===== src/psrp_pkg.sv =====
// psrp_pkg: shared types and constants of the perf sample record parser
// field codes, configuration register indexes and reset values, channel payloads
// no dependencies
package psrp_pkg;

  localparam int WORD_W    = 64;
  localparam int IDX_W     = 32;
  localparam int CODE_W    = 5;
  localparam int CFG_IDX_W = 2;
  localparam int UREG_W    = 7;
  localparam int RBLK_W    = 6;

  // count saturation and 8-byte rounding of the stack size
  localparam logic [IDX_W-1:0] COUNT_MAX  = 32'hFFFF_FFFF;
  localparam logic [2:0]       ALIGN_MASK = 3'h7;

  // field codes; FC_HEADER doubles as the idle phase (no record active)
  typedef enum logic [CODE_W-1:0] {
    FC_HEADER      = 5'd0,
    FC_IDENTIFIER  = 5'd1,
    FC_IP          = 5'd2,
    FC_PID_TID     = 5'd3,
    FC_TIME        = 5'd4,
    FC_ADDR        = 5'd5,
    FC_ID          = 5'd6,
    FC_STREAM      = 5'd7,
    FC_CPU_RES     = 5'd8,
    FC_PERIOD      = 5'd9,
    FC_READ        = 5'd10,
    FC_CHAIN_COUNT = 5'd11,
    FC_CHAIN_ENTRY = 5'd12,
    FC_REG_ABI     = 5'd13,
    FC_REG_VALUE   = 5'd14,
    FC_STACK_SIZE  = 5'd15,
    FC_STACK_DATA  = 5'd16,
    FC_STACK_DYN   = 5'd17,
    FC_UNPARSED    = 5'd18
  } field_code_t;

  typedef enum logic [CFG_IDX_W-1:0] {
    CFG_SAMPLE_MASK = 2'd0,
    CFG_USER_REGS   = 2'd1,
    CFG_READ_WORDS  = 2'd2
  } cfg_index_t;

  localparam logic [WORD_W-1:0] SAMPLE_MASK_RST = 64'd0;
  localparam logic [UREG_W-1:0] USER_REGS_RST   = 7'd20;
  localparam logic [RBLK_W-1:0] READ_WORDS_RST  = 6'd1;

  typedef struct packed {
    logic [WORD_W-1:0] sample_fields_mask;
    logic [UREG_W-1:0] user_reg_words;
    logic [RBLK_W-1:0] read_block_words;
  } cfg_t;

  typedef struct packed {
    logic [WORD_W-1:0] record_word;
    logic              record_start;
  } rec_t;

  typedef struct packed {
    field_code_t       field_code;
    logic [WORD_W-1:0] field_word;
    logic [IDX_W-1:0]  element_index;
    logic [WORD_W-1:0] stack_kept_size;
  } res_t;

  typedef struct packed {
    field_code_t      phase;
    logic [IDX_W-1:0] words_left;
    logic [IDX_W-1:0] word_pos;
  } parse_st_t;

endpackage


===== src/psrp_rec_if.sv =====
// psrp_rec_if: record word channel, valid/ready with word and start flag
// depends on psrp_pkg
interface psrp_rec_if;
  logic                      valid;
  logic                      ready;
  logic [psrp_pkg::WORD_W-1:0] record_word;
  logic                      record_start;

  modport source (output valid, output record_word, output record_start, input ready);
  modport sink   (input valid, input record_word, input record_start, output ready);
endinterface


===== src/psrp_res_if.sv =====
// psrp_res_if: tagged result channel, valid/ready with field code, word, index, kept size
// depends on psrp_pkg
interface psrp_res_if;
  logic                          valid;
  logic                          ready;
  psrp_pkg::field_code_t         field_code;
  logic [psrp_pkg::WORD_W-1:0]   field_word;
  logic [psrp_pkg::IDX_W-1:0]    element_index;
  logic [psrp_pkg::WORD_W-1:0]   stack_kept_size;

  modport source (output valid, output field_code, output field_word,
                  output element_index, output stack_kept_size, input ready);
  modport sink   (input valid, input field_code, input field_word,
                  input element_index, input stack_kept_size, output ready);
endinterface


===== src/psrp_cfg_if.sv =====
// psrp_cfg_if: configuration write channel, valid/ready with register index and data
// depends on psrp_pkg
interface psrp_cfg_if;
  logic                           valid;
  logic                           ready;
  logic [psrp_pkg::CFG_IDX_W-1:0] reg_index;
  logic [psrp_pkg::WORD_W-1:0]    reg_data;

  modport source (output valid, output reg_index, output reg_data, input ready);
  modport sink   (input valid, input reg_index, input reg_data, output ready);
endinterface


===== src/psrp_cfg_regs.sv =====
// psrp_cfg_regs: configuration register file of the parser
// depends on psrp_pkg, psrp_cfg_if
module psrp_cfg_regs (
  input  logic           clk,
  input  logic           rst_n,
  psrp_cfg_if.sink       cfg_ch,
  output psrp_pkg::cfg_t cfg_o
);
  import psrp_pkg::*;

  cfg_t cfg_r;

  assign cfg_ch.ready = 1'b1;
  assign cfg_o        = cfg_r;

  always_ff @(posedge clk) begin
    if (!rst_n) begin
      cfg_r.sample_fields_mask <= SAMPLE_MASK_RST;
      cfg_r.user_reg_words     <= USER_REGS_RST;
      cfg_r.read_block_words   <= READ_WORDS_RST;
    end else if (cfg_ch.valid && cfg_ch.ready) begin
      case (cfg_index_t'(cfg_ch.reg_index))
        CFG_SAMPLE_MASK: cfg_r.sample_fields_mask <= cfg_ch.reg_data;
        CFG_USER_REGS:   cfg_r.user_reg_words     <= cfg_ch.reg_data[UREG_W-1:0];
        CFG_READ_WORDS:  cfg_r.read_block_words   <= cfg_ch.reg_data[RBLK_W-1:0];
        default: ;
      endcase
    end
  end

endmodule


===== src/psrp_in_reg.sv =====
// psrp_in_reg: input register stage holding one record word
// depends on psrp_pkg, psrp_rec_if
module psrp_in_reg (
  input  logic           clk,
  input  logic           rst_n,
  psrp_rec_if.sink       in_ch,
  input  logic           take,
  output logic           s1_valid,
  output psrp_pkg::rec_t s1_rec
);
  import psrp_pkg::*;

  logic s1_valid_r;
  rec_t s1_rec_r;

  // stage frees up in the same cycle its word moves on
  assign in_ch.ready = !s1_valid_r || take;
  assign s1_valid    = s1_valid_r;
  assign s1_rec      = s1_rec_r;

  always_ff @(posedge clk) begin
    if (!rst_n) begin
      s1_valid_r <= 1'b0;
    end else if (in_ch.valid && in_ch.ready) begin
      s1_valid_r <= 1'b1;
    end else if (take) begin
      s1_valid_r <= 1'b0;
    end
  end

  always_ff @(posedge clk) begin
    if (in_ch.valid && in_ch.ready) begin
      s1_rec_r.record_word  <= in_ch.record_word;
      s1_rec_r.record_start <= in_ch.record_start;
    end
  end

endmodule


===== src/psrp_parse.sv =====
// psrp_parse: parse state and field tagging for one record word per cycle while take is high
// depends on psrp_pkg
module psrp_parse (
  input  logic           clk,
  input  logic           rst_n,
  input  logic           take,
  input  psrp_pkg::rec_t rec,
  input  psrp_pkg::cfg_t cfg,
  output psrp_pkg::res_t res
);
  import psrp_pkg::*;

  parse_st_t         st_r, st_nxt;
  logic [WORD_W-1:0] static_size_r, static_size_nxt;
  logic [IDX_W-1:0]  wl_dec;
  logic [61:0]       stack_words;

  function automatic logic [IDX_W-1:0] sat32(logic [WORD_W-1:0] v);
    return (v > WORD_W'(COUNT_MAX)) ? COUNT_MAX : v[IDX_W-1:0];
  endfunction

  // first enabled field after 'from', in fixed field order
  function automatic parse_st_t go_next(field_code_t from, cfg_t c);
    logic [17:0] en;
    parse_st_t   s;
    en      = '0;
    en[1]   = c.sample_fields_mask[16];
    en[2]   = c.sample_fields_mask[0];
    en[3]   = c.sample_fields_mask[1];
    en[4]   = c.sample_fields_mask[2];
    en[5]   = c.sample_fields_mask[3];
    en[6]   = c.sample_fields_mask[6];
    en[7]   = c.sample_fields_mask[9];
    en[8]   = c.sample_fields_mask[7];
    en[9]   = c.sample_fields_mask[8];
    en[10]  = c.sample_fields_mask[4] && (c.read_block_words != '0);
    en[11]  = c.sample_fields_mask[5];
    en[13]  = c.sample_fields_mask[12];
    en[15]  = c.sample_fields_mask[13];
    s.phase      = FC_UNPARSED;
    s.words_left = '0;
    s.word_pos   = '0;
    for (int i = 17; i >= 1; i--) begin
      if (en[i] && (i > int'(from))) begin
        s.phase = field_code_t'(CODE_W'(i));
      end
    end
    if (s.phase == FC_READ) begin
      s.words_left = IDX_W'(c.read_block_words);
    end
    return s;
  endfunction

  // open a block of n words, or skip past it when empty
  function automatic parse_st_t enter_blk(field_code_t ph, logic [IDX_W-1:0] n,
                                          field_code_t skip, cfg_t c);
    parse_st_t s;
    s.phase      = ph;
    s.words_left = n;
    s.word_pos   = '0;
    if (n == '0) begin
      s = go_next(skip, c);
    end
    return s;
  endfunction

  assign wl_dec      = st_r.words_left - 32'd1;
  // stack size in words, rounded up to a whole word
  assign stack_words = {1'b0, rec.record_word[63:3]}
                     + 62'(|(rec.record_word[2:0] & ALIGN_MASK));

  always_comb begin
    st_nxt              = st_r;
    static_size_nxt     = static_size_r;
    res.field_code      = FC_UNPARSED;
    res.field_word      = rec.record_word;
    res.element_index   = '0;
    res.stack_kept_size = '0;
    if (rec.record_start) begin
      res.field_code = FC_HEADER;
      st_nxt         = go_next(FC_HEADER, cfg);
    end else if (st_r.phase == FC_HEADER || st_r.phase >= FC_UNPARSED) begin
      res.field_code = FC_UNPARSED;
    end else begin
      res.field_code = st_r.phase;
      case (st_r.phase)
        FC_READ, FC_CHAIN_ENTRY, FC_REG_VALUE, FC_STACK_DATA: begin
          res.element_index = st_r.word_pos;
          st_nxt.word_pos   = st_r.word_pos + 32'd1;
          st_nxt.words_left = wl_dec;
          if (wl_dec == '0) begin
            if (st_r.phase == FC_STACK_DATA) begin
              st_nxt.phase    = FC_STACK_DYN;
              st_nxt.word_pos = '0;
            end else begin
              st_nxt = go_next(st_r.phase, cfg);
            end
          end
        end
        FC_CHAIN_COUNT: begin
          st_nxt = enter_blk(FC_CHAIN_ENTRY, sat32(rec.record_word), FC_CHAIN_ENTRY, cfg);
        end
        FC_REG_ABI: begin
          st_nxt = enter_blk(FC_REG_VALUE, IDX_W'(cfg.user_reg_words), FC_REG_VALUE, cfg);
        end
        FC_STACK_SIZE: begin
          static_size_nxt = rec.record_word;
          if (rec.record_word == '0) begin
            st_nxt = go_next(FC_STACK_DYN, cfg);
          end else begin
            st_nxt = enter_blk(FC_STACK_DATA, sat32(WORD_W'(stack_words)),
                               FC_STACK_DYN, cfg);
          end
        end
        FC_STACK_DYN: begin
          res.stack_kept_size = (static_size_r < rec.record_word) ? '0 : rec.record_word;
          st_nxt              = go_next(FC_STACK_DYN, cfg);
        end
        default: begin
          st_nxt = go_next(st_r.phase, cfg);
        end
      endcase
    end
  end

  always_ff @(posedge clk) begin
    if (!rst_n) begin
      st_r.phase      <= FC_HEADER;
      st_r.words_left <= '0;
      st_r.word_pos   <= '0;
      static_size_r   <= '0;
    end else if (take) begin
      st_r          <= st_nxt;
      static_size_r <= static_size_nxt;
    end
  end

endmodule


===== src/psrp_out_reg.sv =====
// psrp_out_reg: result register driving the tagged result channel
// depends on psrp_pkg, psrp_res_if
module psrp_out_reg (
  input  logic           clk,
  input  logic           rst_n,
  input  logic           take,
  input  psrp_pkg::res_t res,
  output logic           free,
  psrp_res_if.source     out_ch
);
  import psrp_pkg::*;

  logic out_valid_r;
  res_t res_r;

  assign free                   = !out_valid_r || out_ch.ready;
  assign out_ch.valid           = out_valid_r;
  assign out_ch.field_code      = res_r.field_code;
  assign out_ch.field_word      = res_r.field_word;
  assign out_ch.element_index   = res_r.element_index;
  assign out_ch.stack_kept_size = res_r.stack_kept_size;

  always_ff @(posedge clk) begin
    if (!rst_n) begin
      out_valid_r <= 1'b0;
    end else if (take) begin
      out_valid_r <= 1'b1;
    end else if (out_ch.ready) begin
      out_valid_r <= 1'b0;
    end
  end

  always_ff @(posedge clk) begin
    if (take) begin
      res_r <= res;
    end
  end

endmodule


===== src/perf_sample_record_parser_top.sv =====
// perf_sample_record_parser_top: perf sample record word tagger, top level
// depends on psrp_pkg, the channel interfaces, psrp_cfg_regs, psrp_in_reg,
// psrp_parse and psrp_out_reg
//
// usage
//   in_ch  : record words, one 64-bit word per transfer; record_start marks the
//            header word and always restarts parsing
//   out_ch : one tagged word per input word, same order: field code, the word
//            itself, index inside multi-word fields, kept stack size on the
//            dynamic-size word
//   cfg_ch : register writes (0 sample field mask, 1 user register words,
//            2 read block words); always ready, write only while idle
// timing
//   an accepted word passes the input register, then the result register, to out_ch
//   one word per cycle sustained while out_ch is ready; the field search is a
//   priority pick over the mask, combinational between input and result register
// reset
//   synchronous, active low; clears both stage valids and the parse state,
//   registers return to mask 0, 20 user register words, 1 read block word
// stall
//   if out_ch is held, the result register keeps its word; the input register
//   takes one more word only if it was empty, then in_ch ready drops
module perf_sample_record_parser_top (
  input  logic       clk,
  input  logic       rst_n,
  psrp_rec_if.sink   in_ch,
  psrp_res_if.source out_ch,
  psrp_cfg_if.sink   cfg_ch
);
  import psrp_pkg::*;

  cfg_t cfg;
  rec_t s1_rec;
  res_t res;
  logic s1_valid;
  logic out_free;
  logic take;

  // word in the input register moves to the result register
  assign take = s1_valid && out_free;

  psrp_cfg_regs u_cfg_regs (
    .clk    (clk),
    .rst_n  (rst_n),
    .cfg_ch (cfg_ch),
    .cfg_o  (cfg)
  );

  psrp_in_reg u_in_reg (
    .clk      (clk),
    .rst_n    (rst_n),
    .in_ch    (in_ch),
    .take     (take),
    .s1_valid (s1_valid),
    .s1_rec   (s1_rec)
  );

  // parse state advances only when a word is handed to the result register
  psrp_parse u_parse (
    .clk   (clk),
    .rst_n (rst_n),
    .take  (take),
    .rec   (s1_rec),
    .cfg   (cfg),
    .res   (res)
  );

  psrp_out_reg u_out_reg (
    .clk    (clk),
    .rst_n  (rst_n),
    .take   (take),
    .res    (res),
    .free   (out_free),
    .out_ch (out_ch)
  );

endmodule


===== src/flat_wrapper.sv =====
// flat-port wrapper written by rule: the top's interface ports become plain ports
module perf_sample_record_parser_top_flat import psrp_pkg::*;
  (clk, rst_n, in_ch_valid, in_ch_record_word, in_ch_record_start, in_ch_ready, out_ch_valid, out_ch_field_code, out_ch_field_word, out_ch_element_index, out_ch_stack_kept_size, out_ch_ready, cfg_ch_valid, cfg_ch_reg_index, cfg_ch_reg_data, cfg_ch_ready);
  psrp_rec_if in_ch_i ();
  psrp_res_if out_ch_i ();
  psrp_cfg_if cfg_ch_i ();
  input  logic clk;
  input  logic rst_n;
  input wire logic [$bits(in_ch_i.valid)-1:0] in_ch_valid;
  input wire logic [$bits(in_ch_i.record_word)-1:0] in_ch_record_word;
  input wire logic [$bits(in_ch_i.record_start)-1:0] in_ch_record_start;
  output wire logic [$bits(in_ch_i.ready)-1:0] in_ch_ready;
  output wire logic [$bits(out_ch_i.valid)-1:0] out_ch_valid;
  output wire logic [$bits(out_ch_i.field_code)-1:0] out_ch_field_code;
  output wire logic [$bits(out_ch_i.field_word)-1:0] out_ch_field_word;
  output wire logic [$bits(out_ch_i.element_index)-1:0] out_ch_element_index;
  output wire logic [$bits(out_ch_i.stack_kept_size)-1:0] out_ch_stack_kept_size;
  input wire logic [$bits(out_ch_i.ready)-1:0] out_ch_ready;
  input wire logic [$bits(cfg_ch_i.valid)-1:0] cfg_ch_valid;
  input wire logic [$bits(cfg_ch_i.reg_index)-1:0] cfg_ch_reg_index;
  input wire logic [$bits(cfg_ch_i.reg_data)-1:0] cfg_ch_reg_data;
  output wire logic [$bits(cfg_ch_i.ready)-1:0] cfg_ch_ready;
  assign in_ch_i.valid = in_ch_valid;
  assign in_ch_i.record_word = in_ch_record_word;
  assign in_ch_i.record_start = in_ch_record_start;
  assign in_ch_ready = in_ch_i.ready;
  assign out_ch_valid = out_ch_i.valid;
  assign out_ch_field_code = out_ch_i.field_code;
  assign out_ch_field_word = out_ch_i.field_word;
  assign out_ch_element_index = out_ch_i.element_index;
  assign out_ch_stack_kept_size = out_ch_i.stack_kept_size;
  assign out_ch_i.ready = out_ch_ready;
  assign cfg_ch_i.valid = cfg_ch_valid;
  assign cfg_ch_i.reg_index = cfg_ch_reg_index;
  assign cfg_ch_i.reg_data = cfg_ch_reg_data;
  assign cfg_ch_ready = cfg_ch_i.ready;
  perf_sample_record_parser_top u_core (.clk(clk), .rst_n(rst_n), .in_ch(in_ch_i), .out_ch(out_ch_i), .cfg_ch(cfg_ch_i));
endmodule

===== config.mk =====
export PLATFORM = sky130hd
export DESIGN_NAME = perf_sample_record_parser_top_flat
export DESIGN_NICKNAME = d
export VERILOG_FILES = /design/src/psrp_pkg.sv /design/src/psrp_rec_if.sv /design/src/psrp_res_if.sv /design/src/psrp_cfg_if.sv /design/src/psrp_cfg_regs.sv /design/src/psrp_in_reg.sv /design/src/psrp_parse.sv /design/src/psrp_out_reg.sv /design/src/perf_sample_record_parser_top.sv /design/src/flat_wrapper.sv
export SDC_FILE = /design/constraint.sdc
export NUM_CORES = 1
export LEC_CHECK = 0
export ABC_AREA = 1
export BUFFER_PORTS_ARGS = -buffer_cell sky130_fd_sc_hd__buf_2
export CORE_MARGIN = 3
export CORE_UTILIZATION = 59
export CTS_BUF_LIST = sky130_fd_sc_hd__clkbuf_4
export CTS_CLUSTER_DIAMETER = 60
export DETAILED_ROUTE_END_ITERATION = 12
export PLACE_DENSITY = 0.89
export SLEW_MARGIN = 15
export SYNTH_ARGS = -nofsm -noshare
export SYNTH_HDL_FRONTEND = slang
export SYNTH_SLANG_ARGS = --single-unit

===== constraint.sdc =====
create_clock -name clk -period 5.6 [get_ports clk]
set_clock_uncertainty 0.05 [all_clocks]
set_input_delay 0.28 -clock clk [delete_from_list [all_inputs] [get_ports clk]]
set_output_delay 0.28 -clock clk [all_outputs]
set_load 0.01 [all_outputs]

# Yosys cells after proc, flatten, opt, wreduce, memory -nomap -nowiden
# Cells that the tools add are included.
[word_totals]
regBits = 395
in_bits = 136
out_inout_bits = 168
elab_cells = 165
[op_classes]
add_sub_neg = 3
n_lt_le_gt_ge = 17
eq_ne = 17
n_mux = 65
n_bitwise = 4
reduce_logical = 43
[op_table]
columns = ["cell", "n"]
rows = [
  ["69-bit 2-to-1 mux", 5],
  ["69-bit case mux with 5 select lines", 1],
  ["5-bit 2-to-1 mux", 45],
  ["66-bit 2-to-1 mux", 2],
  ["32-bit zero test", 3],
  ["32-bit 2-to-1 mux", 3],
  ["64-bit by 32-bit greater-than comparator with 1-bit output (second input constant)", 1],
  ["64-bit zero test", 1],
  ["64-bit < comparator", 1],
  ["61-bit by 1-bit adder with 62-bit output", 1],
  ["62-bit by 32-bit greater-than comparator with 1-bit output (second input constant)", 1],
  ["5-bit by 4-bit equality test with 1-bit output (second input constant)", 11],
  ["32-bit by 1-bit adder with 32-bit output (second input constant)", 1],
  ["32-bit by 1-bit subtractor with 32-bit output (second input constant)", 1],
  ["4-bit by 5-bit greater-than comparator with 1-bit output (first input constant)", 6],
  ["6-bit 2-to-1 mux", 5],
  ["3-bit by 5-bit greater-than comparator with 1-bit output (first input constant)", 4],
  ["1-bit logical AND", 16],
  ["5-bit equality test (second input constant)", 2],
  ["2-bit by 5-bit greater-than comparator with 1-bit output (first input constant)", 2],
  ["2-bit AND reduction", 4],
  ["4-bit OR reduction", 2],
  ["8-bit OR reduction", 1],
  ["7-bit zero test", 1],
  ["other kinds (18)", 29],
]

# Depth between registers and ports, before layout
[logic_depth]
word_depth = 27
depth_mapped = 26
mapped_depth_nobuf = 26

# Modules after synthesis
# Synthesis repeated with hierarchy kept, for this count alone.
[unflattened]
cells_unflattened = 2923
area_unflattened_um2 = 23297.3
[modules_own_cells]
columns = ["module", "n_inst", "cells_each", "area_per_inst_um2", "seq_area_each_um2"]
rows = [
  ["psrp_parse", 1, 2175, 12892.4, 2662.6],
  ["psrp_out_reg", 1, 171, 5001.0, 4974.8],
  ["psrp_cfg_regs", 1, 503, 3393.3, 1541.5],
  ["psrp_in_reg", 1, 72, 2003.2, 1971.9],
  ["perf_sample_record_parser_top", 1, 2, 7.5, 0.0],
]

# Worst setup path after synthesis
# OpenSTA, ideal clock, no wires.
[synth_path]
path_type = "reg-to-reg"
from = "register u_core.u_out_reg.out_valid_r (netlist: u_core.u_out_reg.out_ch.valid)"
to = "register u_core.u_parse.static_size_r[57]"
setup_ps = 70
arrival_time_ps = 4960
t_required_ps = 5480
slack_ps = 520
stages_incl_launch_ff = 10
path_buffers = 2
synth_period_minus_slack_ps = 5080
path_cell_list = "dfxtp_1 -> nand2_1 -> nand2_1 -> inv_1 -> nand2_1 -> nor2_1 -> clkbuf_1 -> clkbuf_1 -> o21ai_0 -> a21oi_1"
[synth_between]
elab_chain_cells = 4
[synth_rtl]
columns = ["item", "line", "text"]
rows = [
  ["start: declaration", "psrp_out_reg.sv:13", "logic out_valid_r;"],
  ["start signal: assignment", "psrp_out_reg.sv:25", "out_valid_r <= 1'b0;"],
  ["start signal: assignment", "psrp_out_reg.sv:27", "out_valid_r <= 1'b1;"],
  ["start signal: assignment", "psrp_out_reg.sv:29", "out_valid_r <= 1'b0;"],
  ["1-bit zero test", "psrp_out_reg.sv:16", "assign free = !out_valid_r || out_ch.ready;"],
  ["1-bit logical OR", "psrp_out_reg.sv:16", ""],
  ["1-bit logical AND", "perf_sample_record_parser_top.sv:40", "assign take = s1_valid && out_free;"],
  ["via u_core.take", "perf_sample_record_parser_top.sv:37", "logic take;"],
  ["4-bit AND reduction (no line)", "--", ""],
  ["end signal: assignment", "psrp_parse.sv:134", "static_size_r <= static_size_nxt;"],
  ["end: declaration", "psrp_parse.sv:14", "logic [WORD_W-1:0] static_size_r, static_size_nxt;"],
]
# The timed path passes the listed nets, and every way through them passes these cells.
# A chain may end at the register's enable or synchronous reset.

# Final worst setup path
[layout_path]
from = "register u_core.u_in_reg.s1_rec_r (netlist bit u_core.u_in_reg.s1_rec[7])"
to = "register u_core.u_out_reg.res_r (netlist bit u_core.u_out_reg.out_ch.stack_kept_size[0]) (data pin)"
[layout_between]
elab_chain_cells = 2
[layout_rtl]
columns = ["item", "line", "text"]
rows = [
  ["start: declaration", "psrp_in_reg.sv:14", "rec_t s1_rec_r;"],
  ["64-bit < comparator", "psrp_parse.sv:116", "res.stack_kept_size = (static_size_r < rec.record_word) ? '0 : rec.record_word;"],
  ["4-bit OR reduction (no line)", "--", ""],
  ["end signal: assignment", "psrp_out_reg.sv:35", "res_r <= res;"],
  ["end: declaration", "psrp_out_reg.sv:14", "res_t res_r;"],
]
# No other way between the ends.

==> results.toml <==
[logic_synthesis]
synth_ff_type = "edfxtp_1"
postSynthCellCount = 2393
syn_area_per_cell_um2 = 8.32
syn_nets = 2597
syn_area_mm2 = 0.0199
synth_warnings = 0
ys_seq_area_frac = 0.509
ys_ff_latch = 391
synth_edf_count = 230
async_flop_share = 0
synth_cell_types = 50

[timing]
hold_viol = 0
rsz0062_at_grt = "false"
maxSlewViolCount = 0
post-route-min-period_ps = 4120
clock.fmax_mhz = 243
finalSetupViolCount = 0
post-route-period-util = 0.736
relSlewSlack = 0.188
setup-tns-final_ps = 0
worst_slew_pin_slew_ps = 1220

[placement]
place_area_mm2 = 0.0215
place_congestion = 0.956
hpwl_um = 44300
io_buffers = 251

[route]
drt-initial-drc-count = 2202
vias = 19341
vias_per_cell = 5.84
ant_nets = 0
drc = 0
drt-total-wl_um = 64800
wl_per_cell_um = 19.6
first_pass_iters = 6

[global_route]
grt.overflow.total = 0
grt_pass1_wl_um = 101000
grt_max_degree = 100
grt_pass1_vias = 18783
grt_usage = 0.357
antenna_found_initial = 2

[critical_path]
cp-end-kind = "register"
cp-start-kind = "register"
cp_slowest_cell = "edfxtp_1"
required_ps = 6080
worstPathArrival_ps = 4600
cp_slowest_stage_delay_ps = 620
crit_fanout = 33
path_cells = "inv_1 > ha_1 > nand2_1 > inv_1 > nand3_1 > a21oi_1 > o21ai_0 > a21oi_1 > o21ai_0 > nand4_1 > a41oi_1 > nand2_1 > nand3_2 > buf_4 > nor2_1"
critPathKind = "register to register"

[clock_tree]
clock_latency_ps = 820
cts-root-buf = "clkbuf_4"
clock_sinks = 391
cts_resized = 0
tritoncts = "built"
htreeDepth = 3
cts_setup_buffers = 0
cts.clk_slew.worst_paths_ps = 70
cts_buffers = 99
cts_buffer_depth = 3

[floorplan]
floorplan.initialDensity = 0.606
io_pins = 304
die_w_um = 190
num_rows = 66
die_y_um = 190
die_area_mm2 = 0.0360
core-area_mm2 = 0.0329

[status]
outcome = "finished, final reports clean"

[power_and_ir_drop]
ir_worst_vdd_v = 0.000209
power_density_mw_per_mm2 = 279
p_leak_nw = 9.87

[final_layout]
nets = 2983
utilization = 0.725
drive_gt1_frac = 0.170
syn_to_final_growth_pct = 19.7
postLayoutCellArea_mm2 = 0.0238

[worst_hold_path]
hold_path_class = "primary input to register"

[run]
cap_violations = 0
## kinds of logic (layout without fill, tap and decap cells)
family                   count (synthesis)  in the layout  synth area share
adder cells (fa/ha/maj)                 68             68            0.0427
AND/OR/NAND/NOR                       1142           1142             0.247
XOR/XNOR                                75             75            0.0330
flip-flops                             391            391             0.509
buffers and inverters                  305            777            0.0592
other                                    1              5          0.000188
AO/OA/AOI/OAI                          411            411             0.109
## area by class of cell
type | count | area (µm²)
Antenna cell | 4 | 10.0
Clock buffer | 161 | 1210
Clock inverter | 26 | 135
Fill cell | 2508 | 9030
Inverter | 237 | 897
Multi-Input combinational cell | 1697 | 8620
Sequential cell | 391 | 10100
Tap cell | 442 | 553
Timing Repair Buffer | 353 | 2280
## what timing repair did
item                                    4_1_cts  5_1_grt
hold buffers                                 92        0
endpoints found under the hold margin       100        0
endpoints found under the setup margin        0        0
## registers in the layout, summed over array words and instances (netlist names)
name,flops
u_core.u_cfg_regs.cfg_o,26
u_core.u_in_reg.s1_rec,65
u_core.u_in_reg.s1_valid,1
u_core.u_out_reg.out_ch.element_index,32
u_core.u_out_reg.out_ch.field_code,5
u_core.u_out_reg.out_ch.field_word,64
u_core.u_out_reg.out_ch.stack_kept_size,64
u_core.u_out_reg.out_ch.valid,1
u_core.u_parse.st_r,69
u_core.u_parse.static_size_r,64
## critical path, delay by kind of cell (launching register included)
kind | cells | cell delay [ps]
buf+inv | 3 | 700
flops | 1 | 620
compound gates | 5 | 830
fa+ha+maj | 1 | 320
simple gates | 6 | 1290
## layout by cell type, fill, tap and decap left out, types with 12 or more instances in the layout
cell type	netlist	routed
edfxtp_1	230	230
inv_1	224	222
nand4_1	65	65
dfxtp_1	161	161
a21oi_1	188	188
nor3_1	49	49
o21ai_0	155	155
clkbuf_4	0	161
dlygate4sd3_1	0	92
o21ai_1	26	26
clkinv_1	3	21
nand2_1	459	459
a211oi_1	12	12
xnor2_1	12	12
ha_1	68	68
nor2_2	12	13
nor4_1	22	22
nor2_1	395	393
buf_2	1	251
nand3_1	104	103
xor2_1	63	63
## metrics by stage
| step | hold slack (ps) | worst slack (ps) | total power, mW | instances |
|---|---|---|---|---|
| 2_1_floorplan | 329 | 520 | 3.78 | 2393 |
| 3_3_place_gp | 380 | 1710 | 4.04 | 3027 |
| 3_5_place_dp | 400 | 1630 | 4.05 | 3027 |
| 4_1_cts | 69.3 | 1620 | 6.61 | 3306 |
| 5_1_grt | 36.3 | 1300 | 6.93 | 3310 |
| 6_report | 128 | 1480 | 6.66 | 3311 |
## routing by layer
metal  share of wire  up-vias  global-route usage
met5               0        -                   0
met4           0.058        0               0.198
met3           0.095      272              0.0750
met2            0.47     1264               0.589
met1            0.38     8877               0.441
li1                -     8928                   -
## cells in the mapped netlist (all sizes together), types with 3 or more instances
cell type	count	area (µm²)
nand3	104	521
nand3b	5	37.5
nor3	54	295
buf	10	68.8
edfxtp	230	6910
a21oi	190	966
o211ai	11	82.6
nand4	65	407
nor4	23	159
clkinv	3	11.3
xnor2	12	105
ha	68	851
xor2	63	552
a211oi	12	90.1
nand2	468	1790
a31oi	6	37.5
dfxtp	161	3220
o21ai	182	915
clkbuf	58	218
nor2	416	1660
inv	234	881
o2111ai	3	26.3
## final timing paths
path	start	end	slack, ps	cells past startpoint
setup / recovery	u_core.u_in_reg.s1_rec[7]	u_core.u_out_reg.out_ch.stack_kept_size[0]	1480	15
hold / removal	in_ch_record_word[11]	u_core.u_in_reg.s1_rec[12]	130	2
setup reg to reg	u_core.u_in_reg.s1_rec[7]	u_core.u_out_reg.out_ch.stack_kept_size[0]	1480	15
hold reg to reg	u_core.u_in_reg.s1_rec[2]	u_core.u_out_reg.out_ch.field_word[1]	410	0
## power by group
| group | internal [mW] | total, mW | leakage, nW | switching [mW] |
|---|---|---|---|---|
| Clock | 1.35 | 2.58 | 0.811 | 1.23 |
| Sequential | 3.15 | 3.24 | 3.49 | 0.0925 |
| Combinational | 0.266 | 0.838 | 5.57 | 0.572 |
Note: power is estimated with default switching activity, not from simulation.
